`src/rtl/mmrc_pkg.sv`:
```
package mmrc_pkg;

    localparam int unsigned FRAME_LEN   = 41;
    localparam int unsigned N_VAL16     = 9;
    localparam int unsigned N_VAL32     = 3;
    localparam int unsigned N_VALUES    = N_VAL16 + N_VAL32;

    localparam logic [5:0] COUNT_MAX    = 6'd63;
    localparam logic [5:0] LAST_IDX     = 6'(FRAME_LEN - 1);
    localparam logic [5:0] IDX_CRC_FEED = 6'd2;
    localparam logic [5:0] IDX_ADDR     = 6'd0;
    localparam logic [5:0] IDX_FUNC     = 6'd1;
    localparam logic [5:0] IDX_BCOUNT   = 6'd2;
    localparam logic [5:0] IDX_VA_LO    = 6'd3;
    localparam logic [5:0] IDX_VA_HI    = 6'd14;
    localparam logic [5:0] IDX_VB_LO    = 6'd21;
    localparam logic [5:0] IDX_VB_HI    = 6'd26;
    localparam logic [5:0] IDX_VC_LO    = 6'd27;
    localparam logic [5:0] IDX_VC_HI    = 6'd38;
    localparam logic [3:0] VB_BASE      = 4'd6;
    localparam logic [3:0] LAST_VALUE   = 4'(N_VALUES - 1);
    localparam logic [3:0] FIRST_VAL32  = 4'(N_VAL16);

    localparam logic [7:0]  FUNC_READ   = 8'h03;
    localparam logic [7:0]  PAYLOAD_LEN = 8'd36;
    localparam logic [15:0] CRC_INIT    = 16'hFFFF;

    localparam int unsigned HDR_ADDR    = 0;
    localparam int unsigned HDR_FUNC    = 1;
    localparam int unsigned HDR_BCOUNT  = 2;

    localparam logic [15:0] CRC_NIB [16] = '{
        16'h0000, 16'hCC01, 16'hD801, 16'h1400, 16'hF001, 16'h3C00, 16'h2800, 16'hE401,
        16'hA001, 16'h6C00, 16'h7800, 16'hB401, 16'h5000, 16'h9C01, 16'h8801, 16'h4400
    };

    typedef enum logic [2:0] {
        ST_OK     = 3'd0,
        ST_LENGTH = 3'd1,
        ST_ADDR   = 3'd2,
        ST_FUNC   = 3'd3,
        ST_BCOUNT = 3'd4,
        ST_CRC    = 3'd5
    } status_t;

    typedef logic [15:0] word16_t;
    typedef logic [31:0] word32_t;

    typedef struct packed {
        logic    fire;
        status_t status;
    } frame_done_t;

    function automatic logic [15:0] crc_feed(input logic [15:0] c, input logic [7:0] b);
        logic [15:0] t;
        t = CRC_NIB[b[3:0] ^ c[3:0]] ^ (c >> 4);
        t = CRC_NIB[b[7:4] ^ t[3:0]] ^ (t >> 4);
        return t;
    endfunction

endpackage

```
`src/rtl/modbus_meter_response_checker_top.sv`:
```
// Checks a Modbus RTU read-holding-registers response of 41 bytes, taken one item per cycle
// with frame_end on the last byte. A bad frame gives one result carrying the first failed check
// (length, address, function, byte count, CRC); a good one gives twelve measurements, one per
// cycle while out_ready is high, from the output register, the last flagged by last_result.
// Every byte but the frame_end byte is accepted at once; the frame_end byte waits while the
// output register still has results of the previous frame to deliver, and its wait grows
// while out_ready is low. Results of a passing frame are copied out at frame end, so the
// next frame streams in while they drain. slave_address resets to 1 and is sampled as
// byte 0 arrives.
module modbus_meter_response_checker_top
    import mmrc_pkg::*;
(
    input  logic        clk,
    input  logic        rst_n,
    input  logic        cfg_write,
    input  logic [7:0]  cfg_data,
    input  logic        in_valid,
    output logic        in_ready,
    input  logic [7:0]  rx_byte,
    input  logic        frame_end,
    output logic        out_valid,
    input  logic        out_ready,
    output logic [2:0]  status,
    output logic [3:0]  value_index,
    output logic [31:0] value,
    output logic        last_result
);

    logic [7:0]  slave_address_reg;
    logic        accept;
    logic        can_load;
    frame_done_t done;
    word16_t     val16 [N_VAL16];
    word32_t     val32 [N_VAL32];

    assign in_ready = !frame_end || can_load;
    assign accept   = in_valid && in_ready;

    always_ff @(posedge clk or negedge rst_n)
    begin
        if (!rst_n)
        begin
            slave_address_reg <= 8'd1;
        end
        else if (cfg_write)
        begin
            slave_address_reg <= cfg_data;
        end
    end

    mmrc_frame u_frame (
        .clk           (clk),
        .rst_n         (rst_n),
        .accept        (accept),
        .rx_byte       (rx_byte),
        .frame_end     (frame_end),
        .slave_address (slave_address_reg),
        .done          (done),
        .val16         (val16),
        .val32         (val32)
    );

    mmrc_emit u_emit (
        .clk         (clk),
        .rst_n       (rst_n),
        .done        (done),
        .val16       (val16),
        .val32       (val32),
        .can_load    (can_load),
        .out_valid   (out_valid),
        .out_ready   (out_ready),
        .status      (status),
        .value_index (value_index),
        .value       (value),
        .last_result (last_result)
    );

endmodule

```
`src/rtl/mmrc_frame.sv`:
```
module mmrc_frame
    import mmrc_pkg::*;
(
    input  logic        clk,
    input  logic        rst_n,
    input  logic        accept,
    input  logic [7:0]  rx_byte,
    input  logic        frame_end,
    input  logic [7:0]  slave_address,
    output frame_done_t done,
    output word16_t     val16 [N_VAL16],
    output word32_t     val32 [N_VAL32]
);

    logic [5:0]  count_reg;
    logic [15:0] crc_reg;
    logic [15:0] held_reg;
    logic [2:0]  hdr_reg;
    word16_t     val16_reg [N_VAL16];
    word32_t     val32_reg [N_VAL32];

    logic [15:0] crc_next;
    logic [2:0]  hdr_next;
    logic [5:0]  off_a;
    logic [5:0]  off_b;
    logic [5:0]  off_c;
    logic        wr16;
    logic        wr32;
    logic [3:0]  sel16;
    logic [1:0]  sel32;
    status_t     status;

    always_comb
    begin
        crc_next = (count_reg >= IDX_CRC_FEED) ? crc_feed(crc_reg, held_reg[15:8]) : crc_reg;
        hdr_next = hdr_reg;
        if (count_reg == IDX_ADDR && rx_byte != slave_address)
        begin
            hdr_next[HDR_ADDR] = 1'b1;
        end
        if (count_reg == IDX_FUNC && rx_byte != FUNC_READ)
        begin
            hdr_next[HDR_FUNC] = 1'b1;
        end
        if (count_reg == IDX_BCOUNT && rx_byte != PAYLOAD_LEN)
        begin
            hdr_next[HDR_BCOUNT] = 1'b1;
        end
    end

    always_comb
    begin
        off_a = count_reg - IDX_VA_LO;
        off_b = count_reg - IDX_VB_LO;
        off_c = count_reg - IDX_VC_LO;
        wr16  = 1'b0;
        wr32  = 1'b0;
        sel16 = '0;
        sel32 = '0;
        if (count_reg inside {[IDX_VA_LO:IDX_VA_HI]})
        begin
            wr16  = 1'b1;
            sel16 = off_a[4:1];
        end
        else if (count_reg inside {[IDX_VB_LO:IDX_VB_HI]})
        begin
            wr16  = 1'b1;
            sel16 = VB_BASE + {2'b00, off_b[2:1]};
        end
        else if (count_reg inside {[IDX_VC_LO:IDX_VC_HI]})
        begin
            wr32  = 1'b1;
            sel32 = off_c[3:2];
        end
    end

    always_comb
    begin
        if (count_reg != LAST_IDX)
        begin
            status = ST_LENGTH;
        end
        else if (hdr_next[HDR_ADDR])
        begin
            status = ST_ADDR;
        end
        else if (hdr_next[HDR_FUNC])
        begin
            status = ST_FUNC;
        end
        else if (hdr_next[HDR_BCOUNT])
        begin
            status = ST_BCOUNT;
        end
        else if (crc_next != {rx_byte, held_reg[7:0]})
        begin
            status = ST_CRC;
        end
        else
        begin
            status = ST_OK;
        end
    end

    assign done.fire   = accept && frame_end;
    assign done.status = status;
    assign val16       = val16_reg;
    assign val32       = val32_reg;

    always_ff @(posedge clk or negedge rst_n)
    begin
        if (!rst_n)
        begin
            count_reg <= '0;
            crc_reg   <= CRC_INIT;
            held_reg  <= '0;
            hdr_reg   <= '0;
        end
        else if (accept)
        begin
            if (frame_end)
            begin
                count_reg <= '0;
                crc_reg   <= CRC_INIT;
                held_reg  <= '0;
                hdr_reg   <= '0;
            end
            else
            begin
                if (count_reg != COUNT_MAX)
                begin
                    count_reg <= count_reg + 6'd1;
                end
                crc_reg  <= crc_next;
                held_reg <= {held_reg[7:0], rx_byte};
                hdr_reg  <= hdr_next;
            end
        end
    end

    always_ff @(posedge clk)
    begin
        if (accept && wr16)
        begin
            val16_reg[sel16] <= {val16_reg[sel16][7:0], rx_byte};
        end
        if (accept && wr32)
        begin
            val32_reg[sel32] <= {val32_reg[sel32][23:0], rx_byte};
        end
    end

endmodule

```
`src/rtl/mmrc_emit.sv`:
```
module mmrc_emit
    import mmrc_pkg::*;
(
    input  logic        clk,
    input  logic        rst_n,
    input  frame_done_t done,
    input  word16_t     val16 [N_VAL16],
    input  word32_t     val32 [N_VAL32],
    output logic        can_load,
    output logic        out_valid,
    input  logic        out_ready,
    output logic [2:0]  status,
    output logic [3:0]  value_index,
    output logic [31:0] value,
    output logic        last_result
);

    logic        valid_reg;
    status_t     status_reg;
    logic [3:0]  index_reg;
    logic [31:0] value_reg;
    logic        last_reg;
    word16_t     sh16_reg [N_VAL16];
    word32_t     sh32_reg [N_VAL32];

    logic [3:0]  index_next;
    logic [3:0]  off32;
    logic [31:0] value_next;
    logic        advance;
    logic        taken;

    assign taken    = valid_reg && out_ready;
    assign can_load = !valid_reg || (out_ready && last_reg);
    assign advance  = taken && !last_reg;

    always_comb
    begin
        index_next = index_reg + 4'd1;
        off32      = index_next - FIRST_VAL32;
        if (index_next < FIRST_VAL32)
        begin
            value_next = {16'h0000, sh16_reg[index_next]};
        end
        else
        begin
            value_next = sh32_reg[off32[1:0]];
        end
    end

    always_ff @(posedge clk or negedge rst_n)
    begin
        if (!rst_n)
        begin
            valid_reg <= 1'b0;
            last_reg  <= 1'b0;
            index_reg <= '0;
        end
        else if (done.fire)
        begin
            valid_reg <= 1'b1;
            index_reg <= '0;
            last_reg  <= (done.status != ST_OK);
        end
        else if (advance)
        begin
            index_reg <= index_next;
            last_reg  <= (index_next == LAST_VALUE);
        end
        else if (taken)
        begin
            valid_reg <= 1'b0;
        end
    end

    always_ff @(posedge clk)
    begin
        if (done.fire)
        begin
            status_reg <= done.status;
            value_reg  <= (done.status == ST_OK) ? {16'h0000, val16[0]} : 32'd0;
            sh16_reg   <= val16;
            sh32_reg   <= val32;
        end
        else if (advance)
        begin
            value_reg <= value_next;
        end
    end

    assign out_valid   = valid_reg;
    assign status      = status_reg;
    assign value_index = index_reg;
    assign value       = value_reg;
    assign last_result = last_reg;

endmodule

```
`config.mk`:
```
export PLATFORM = sky130hd
export DESIGN_NAME = modbus_meter_response_checker_top
export DESIGN_NICKNAME = d
export VERILOG_FILES = /design/src/rtl/mmrc_pkg.sv /design/src/rtl/modbus_meter_response_checker_top.sv /design/src/rtl/mmrc_frame.sv /design/src/rtl/mmrc_emit.sv
export SDC_FILE = /design/constraint.sdc
export NUM_CORES = 1
export LEC_CHECK = 0
export ABC_AREA = 0
export BUFFER_PORTS_ARGS = -buffer_cell sky130_fd_sc_hd__buf_2
export CAP_MARGIN = 5
export CORE_ASPECT_RATIO = 2
export CORE_MARGIN = 2
export CORE_UTILIZATION = 30
export DETAILED_ROUTE_END_ITERATION = 8
export GPL_ROUTABILITY_DRIVEN = 0
export GPL_TIMING_DRIVEN = 0
export PLACE_DENSITY_LB_ADDON = 0.25
export RECOVER_POWER = 25
export SLEW_MARGIN = 20
export SYNTH_ARGS = -nofsm -noshare
export SYNTH_HDL_FRONTEND = slang
export SYNTH_SLANG_ARGS = --single-unit
```
`constraint.sdc`:
```
create_clock -name clk -period 20.9 [get_ports clk]
set_clock_uncertainty 0.2 [all_clocks]
set_input_delay 4.18 -clock clk [delete_from_list [all_inputs] [get_ports clk]]
set_output_delay 4.18 -clock clk [all_outputs]
set_load 0.03 [all_outputs]
```
==> run_results.csv, run 1 <==
group,metric,value,unit
drt,drt_iter0_markers,848,
clock_tree,numCtsBuffers,51,
global_route,grt_pass1_wl,85.6,mm
drt,wire_per_inst,24.4,um
power_and_ir_drop,vdd_ir_drop_max,81.1,uV
global_route,met3_usage,1.75,%
sta,fin_crit,9.50,ns
clock_tree,ctsHoldBuffers,0,
synth,synth-edff-count,515,
outcome,outcome,"complete, but fails checks",
layout,drive_gt1_share,19.3,%
die,start_util,30.3,%
worst_setup_path,required,16.52,ns
worst_setup_path,critPathMostFrequentCell,"buf_2",
global_route,antenna_found_initial,0,
power_and_ir_drop,swShare,25.9,%
sta,slew_violations,56,
worst_setup_path,worst_path_largest_cell_delay,0.42,ns
synth,synth_nets,1343,
global_route,busiest_layer,"met2",
sta,whs,0.215,ns
synth,seq_area_frac_synth,75.5,%
layout,diodes,0,
drt,drtPass1Iterations,5,
global_route,first_global_vias,13100,
sta,post-route-period-util,45.5,%
layout,fillCellCount,7004,
layout,final_util,35.2,%
power_and_ir_drop,pwr-share-comb,12.5,%
drt,ant_nets,0,
sta,hold_viol_final,0,
worst_setup_path,critPathSlowestCell,"a21boi_0",
drt,route.detailed.drc,0,
clock_tree,clk_latency,0.63,ns
die,io-pin-count,64,
power_and_ir_drop,p_leak,8.82,nW
layout,nets,1485,
global_route,grt_max_degree,93,
clock_tree,cts_root_buffer,"clkbuf_16",
worst_setup_path,path_buf_inv,2,
synth,synth-seq-cells,570,
clock_tree,tritoncts,"built",
synth,synthesis.area,22300,um2
global_route,grt_use_met2,30.3,%
global_route,grt-ovfl-total,0,
layout,area_growth,16.3,%
worst_setup_path,crit_fanout,3,
synth,synth-async-reset-ratio,9.65,%
power_and_ir_drop,power.internal,0.00196,W
die,dieHeight,390,um
clock_tree,cts_post_setup_buffers_inserted,0,
drt,vias,12300,
clock_tree,cts.sinks,570,
global_route,gr-usage-all-layers,15.4,%
die,rows,141,
flow_run,drv_cap,1,
die,die_w,197,um
sta,fin_tns_setup,0,ns
place,dp_hpwl,40.3,mm
power_and_ir_drop,p_per_area,102,nW/um2
worst_setup_path,arrival,5.12,ns
clock_tree,htree_levels,2,
power_and_ir_drop,p_sw,0.000685,W
sta,setup_viol,0,
sta,max_freq,105,MHz
worst_setup_path,start_kind,"primary input",
min_path,hold_path_class,"reg -> reg",
power_and_ir_drop,p_clk_share,37.2,%
layout,register_area,16900,um2
sta,slew_headroom,-109,%
synth,synth_cells,1314,
clock_tree,clock_path_buffers,3,
die,fp.coreArea,73700,um2
place,io_buffers,61,
power_and_ir_drop,power_frac_seq,50.3,%
drt,avgViaCountPerCell,5.08,
layout,multiInputGateArea,5170,um2
outcome,violations,"capacitance limit, slew limit",
synth,ys.flop_type,"edfxtp_1",
clock_tree,post_cts_resize_count,0,
sta,rsz0062_at_grt,"false",
synth,ys_types,73,
worst_setup_path,crit_type,"in -> out",
drt,wl,59.2,mm
worst_setup_path,path_cells,"buf_2 -> a21boi_0 -> nand2_1 -> buf_2",
worst_setup_path,crit_family,"compound AO/OA/AOI/OAI gates",
worst_setup_path,endpoint_kind,"primary output",
clock_tree,path_clk_slew,0.06,ns
global_route,use_met1,16.0,%
die,die_area,76800,um2
synth,avgSynthCellArea,17.0,um2
synth,yosys_warnings,0,
sta,worst_pin_slew,3.14,ns
[stage by stage]
| stage | setup WS, ns | power [W] | cells | area, um2 |
|---|---|---|---|---|
| 6_report | 11.40 | 0.00265 | 2428 | 26000 |
| 5_1_grt | 11.35 | 0.00273 | 2428 | 26000 |
| 4_1_cts | 11.36 | 0.00267 | 2428 | 26000 |
| 3_5_place_dp | 11.38 | 0.00169 | 2332 | 24200 |
| 3_3_place_gp | 7.87 | 0.00168 | 2304 | 23800 |
| 2_1_floorplan | 10.47 | 0.00157 | 1314 | 22300 |
[logic make-up (layout without fill, tap and decap cells)]
| family | after synthesis | in the layout | synth area share [%] |
|---|---|---|---|
| xor+xnor | 48 | 48 | 2.15 |
| compound gates | 272 | 272 | 9.20 |
| flops | 570 | 570 | 75.5 |
| mux | 94 | 94 | 6.14 |
| buf+inv | 95 | 280 | 1.72 |
| simple gates | 228 | 228 | 4.91 |
| fa+ha+maj | 7 | 7 | 0.392 |
[placed cells by master, fill, tap and decap left out, types with 15 or more instances in the layout]
| cell | instances |
|---|---|
| mux4_2 | 32 |
| dfstp_2 | 17 |
| o2bb2ai_1 | 24 |
| o211ai_1 | 19 |
| a221o_1 | 16 |
| a21oi_1 | 62 |
| nand3_1 | 21 |
| clkbuf_16 | 51 |
| dfrtp_1 | 38 |
| o21ai_0 | 21 |
| mux2_2 | 24 |
| buf_4 | 15 |
| edfxtp_1 | 515 |
| inv_1 | 17 |
| a22oi_1 | 56 |
| nand2_1 | 66 |
| xnor2_1 | 17 |
| mux2i_1 | 38 |
| xor2_1 | 25 |
| clkbuf_1 | 76 |
| buf_2 | 67 |
| nor2_1 | 68 |
[power by group through the flow]
stage          Sequential [W]  Clock, W  Combinational, W
6_report              0.00133  0.000983          0.000332
5_1_grt               0.00133   0.00104          0.000357
4_1_cts               0.00133   0.00101          0.000334
3_5_place_dp          0.00135         0          0.000332
3_3_place_gp          0.00136         0          0.000319
2_1_floorplan         0.00136         0          0.000213
[worst register-to-register path, delay by kind of cell, from the launching register on]
kind            cells  cell delay, ns
simple gates        2            0.36
flops               1            0.38
fa+ha+maj           1            0.24
compound gates      5            1.97
buf+inv             4            1.78
[final timing paths]
| path | start | endpoint | slack, ns | cells after the start |
|---|---|---|---|---|
| max reg2reg | u_frame.count_reg[1] | u_frame.val16[141] | 15.74 | 12 |
| min | u_frame.val16[59] | u_emit.sh16_reg[59] | 0.21 | 0 |
| max in group asynchronous | rst_n | slave_address_reg[5] | 14.30 | 1 |
| min in group asynchronous | rst_n | u_frame.held_reg[10] | 4.42 | 1 |
| max | out_ready | in_ready | 11.40 | 4 |
| min reg2reg | u_frame.val16[59] | u_emit.sh16_reg[59] | 0.21 | 0 |
[per-layer routing]
| layer | up-vias | routed length [um] |
|---|---|---|
| met2 | 354 | 33400 |
| li1 | 5497 | - |
| met5 | - | 0 |
| met3 | 114 | 2210 |
| met1 | 6360 | 21100 |
| met4 | 0 | 2480 |
[cell type report]
| cell class | count | share of cell area, % |
|---|---|---|
| clock inverters | 36 | 1.65 |
| multi-input cells | 649 | 19.9 |
| well taps | 929 | 4.47 |
| clock buffers | 60 | 5.08 |
| plain buffers | 77 | 1.23 |
| inverters | 18 | 0.289 |
| repair buffers | 89 | 2.49 |
| flip-flops and latches | 570 | 64.9 |
[Yosys cell counts, types with 21 or more instances]
| cell | n | area [um2] |
|---|---|---|
| xor2_1 | 25 | 219 |
| edfxtp_1 | 515 | 15500 |
| nand2_1 | 67 | 251 |
| nor2_1 | 69 | 259 |
| mux4_2 | 32 | 721 |
| mux2_2 | 24 | 270 |
| a22oi_1 | 56 | 420 |
| dfrtp_1 | 38 | 951 |
| nand3_1 | 21 | 105 |
| o21ai_0 | 21 | 105 |
| a21oi_1 | 63 | 315 |
| o2bb2ai_1 | 24 | 210 |
| mux2i_1 | 38 | 380 |
| clkbuf_1 | 64 | 240 |
Power figures use the tool's default switching activity.
==> run 2: changes to the inputs <==
clock period = 8.32 ns   (was 20.9 ns; I/O delays follow)
==> run 2 against run 1 <==
Net effect: the flow still finishes with violations (capacitance limit, slew limit); global-route usage stayed put; critical path depth is 5 higher; sequential share of layout area hardly changed; largest cell class unchanged; first-iteration DRC count is 2.8% lower.
==> run_results.csv, run 2 (synthesis gave the netlist of run 1 again) <==
group,metric,value,unit
place,io_buffers,61,
worst_setup_path,start_kind,"primary input",
die,die_area,76800,um2
worst_setup_path,arrival,5.40,ns
layout,multiInputGateArea,5180,um2
power_and_ir_drop,p_per_area,255,nW/um2
min_path,hold_path_class,"reg -> reg",
drt,drt_iter0_markers,824,
clock_tree,cts_post_setup_buffers_inserted,0,
clock_tree,clock_path_buffers,3,
layout,register_area,16900,um2
worst_setup_path,crit_fanout,13,
sta,max_freq,189,MHz
clock_tree,tritoncts,"built",
die,rows,141,
drt,drtPass1Iterations,5,
clock_tree,post_cts_resize_count,0,
worst_setup_path,r2r_slack,3.22,ns
sta,slew_violations,56,
drt,wire_per_inst,24.3,um
drt,route.detailed.drc,0,
sta,hold_viol_final,0,
min_path,worstHoldStart,"u_frame.val16[59]",
sta,setup_viol,0,
clock_tree,htree_levels,2,
worst_setup_path,rr_endpoint,"u_frame.val16[91]",
place,dp_hpwl,40.3,mm
drt,wl,59.1,mm
layout,final_common_cell,"edfxtp_1",
sta,whs,0.215,ns
layout,drive_gt1_share,19.3,%
die,fp.coreArea,73700,um2
layout,nets,1485,
sta,rsz0062_at_grt,"false",
sta,slew_headroom,-110,%
layout,diodes,0,
die,io-pin-count,64,
layout,final_cell_mix,"edfxtp_1, clkbuf_1, nor2_1",
clock_tree,cts_root_buffer,"clkbuf_16",
power_and_ir_drop,vdd_ir_drop_max,203,uV
worst_setup_path,endpoint_kind,"register",
clock_tree,numCtsBuffers,51,
global_route,grt_max_degree,93,
clock_tree,cts.sinks,570,
clock_tree,clk_latency,0.63,ns
sta,setup_slack,3.04,ns
flow_run,drv_cap,1,
outcome,violations,"capacitance limit, slew limit",
sta,worst_pin_slew,3.16,ns
global_route,grt-ovfl-total,0,
drt,avgViaCountPerCell,5.07,
min_path,hold_end,"u_emit.sh16_reg[59]",
drt,ant_nets,0,
drt,vias,12300,
power_and_ir_drop,finalPower,0.00664,W
sta,fin_crit,5.28,ns
sta,post-route-period-util,63.5,%
clock_tree,ctsHoldBuffers,0,
power_and_ir_drop,p_leak,8.82,nW
die,dieHeight,390,um
worst_setup_path,ff2ff_path_depth,13,
worst_setup_path,crit_type,"in -> reg",
place,placedInstanceArea,24200,um2
global_route,gr-usage-all-layers,15.4,%
global_route,first_global_vias,13100,
outcome,outcome,"complete, but fails checks",
layout,fillCellCount,7002,
die,die_w,197,um
worst_setup_path,r2r_start,"u_frame.count_reg[1]",
place,pre_cts_slack,2.81,ns
worst_setup_path,required,8.43,ns
layout,area_growth,16.4,%
global_route,antenna_found_initial,0,
global_route,grt_pass1_wl,85.6,mm
clock_tree,path_clk_slew,0.07,ns
die,start_util,30.3,%
layout,finish.instance_area,26000,um2
min_path,hold_path_depth,0,
## run 2: changes by cell type in the layout (fill, tap and decap cells not counted)
cell	change
buf_2	-1
clkbuf_1	+1
a211oi_1	-1
a211oi_2	+1
o22ai_1	-1
o22ai_2	+1
## run 2: power by group
group / switching (W) / leakage [nW] / internal (W)
combinational: 0.000558 / 2.57 / 0.000275
clock: 0.00109 / 0.845 / 0.00137
sequential: 0.0000649 / 5.40 / 0.00328
## run 2: worst max path at each step
| stage | startpoint | end | slack (ns) | cells past startpoint |
|---|---|---|---|---|
| 3_5_place_dp | rx_byte[4] | u_emit.value[5] | 2.81 | 9 |
| 5_1_grt | u_frame.count_reg[1] | u_frame.val16[92] | 3.01 | 13 |
| 6_report | rx_byte[4] | u_emit.value[5] | 3.04 | 9 |
| 3_3_place_gp | out_ready | u_emit.sh16_reg[27] | -2.19 | 5 |
| 4_1_cts | u_frame.count_reg[1] | u_frame.val16[136] | 2.80 | 10 |
| 2_1_floorplan | frame_end | u_emit.sh16_reg[0] | 0.41 | 4 |
## run 2: area by class of cell
cell class	instances	area share, %
buffer	77	1.23
clock buffer	60	5.08
tap	929	4.47
timing repair buffer	89	2.48
clock inverter	36	1.65
inverter	18	0.289
multi-input combinational	649	19.9
sequential	570	64.9
## run 2: per-layer routing
| metal | track usage [%] | vias to the layer above | wire length (um) |
|---|---|---|---|
| met5 | 0 | - | 0 |
| met4 | 6.73 | 0 | 2490 |
| met3 | 1.75 | 116 | 2390 |
| met2 | 30.3 | 366 | 33300 |
| met1 | 16.0 | 6326 | 20900 |
| li1 | - | 5500 | - |
## run 2: per-stage QoR
stage	cells	util, %	setup TNS [ns]
2_1_floorplan	1314	-	0
3_3_place_gp	2304	32.3	-598.79
3_5_place_dp	2332	32.9	0
4_1_cts	2428	35.3	0
5_1_grt	2428	35.2	0
6_report	2428	35.2	0
## run 2: worst max-delay path, cell delays in order
cell	delay [ns]
clkbuf_1	0.65
clkbuf_1	0.57
o221a_2	0.30
a31oi_1	0.09
a221oi_2	0.28
o2111ai_1	0.22
or4_1	0.62
buf_2	0.22
o41ai_1	0.75
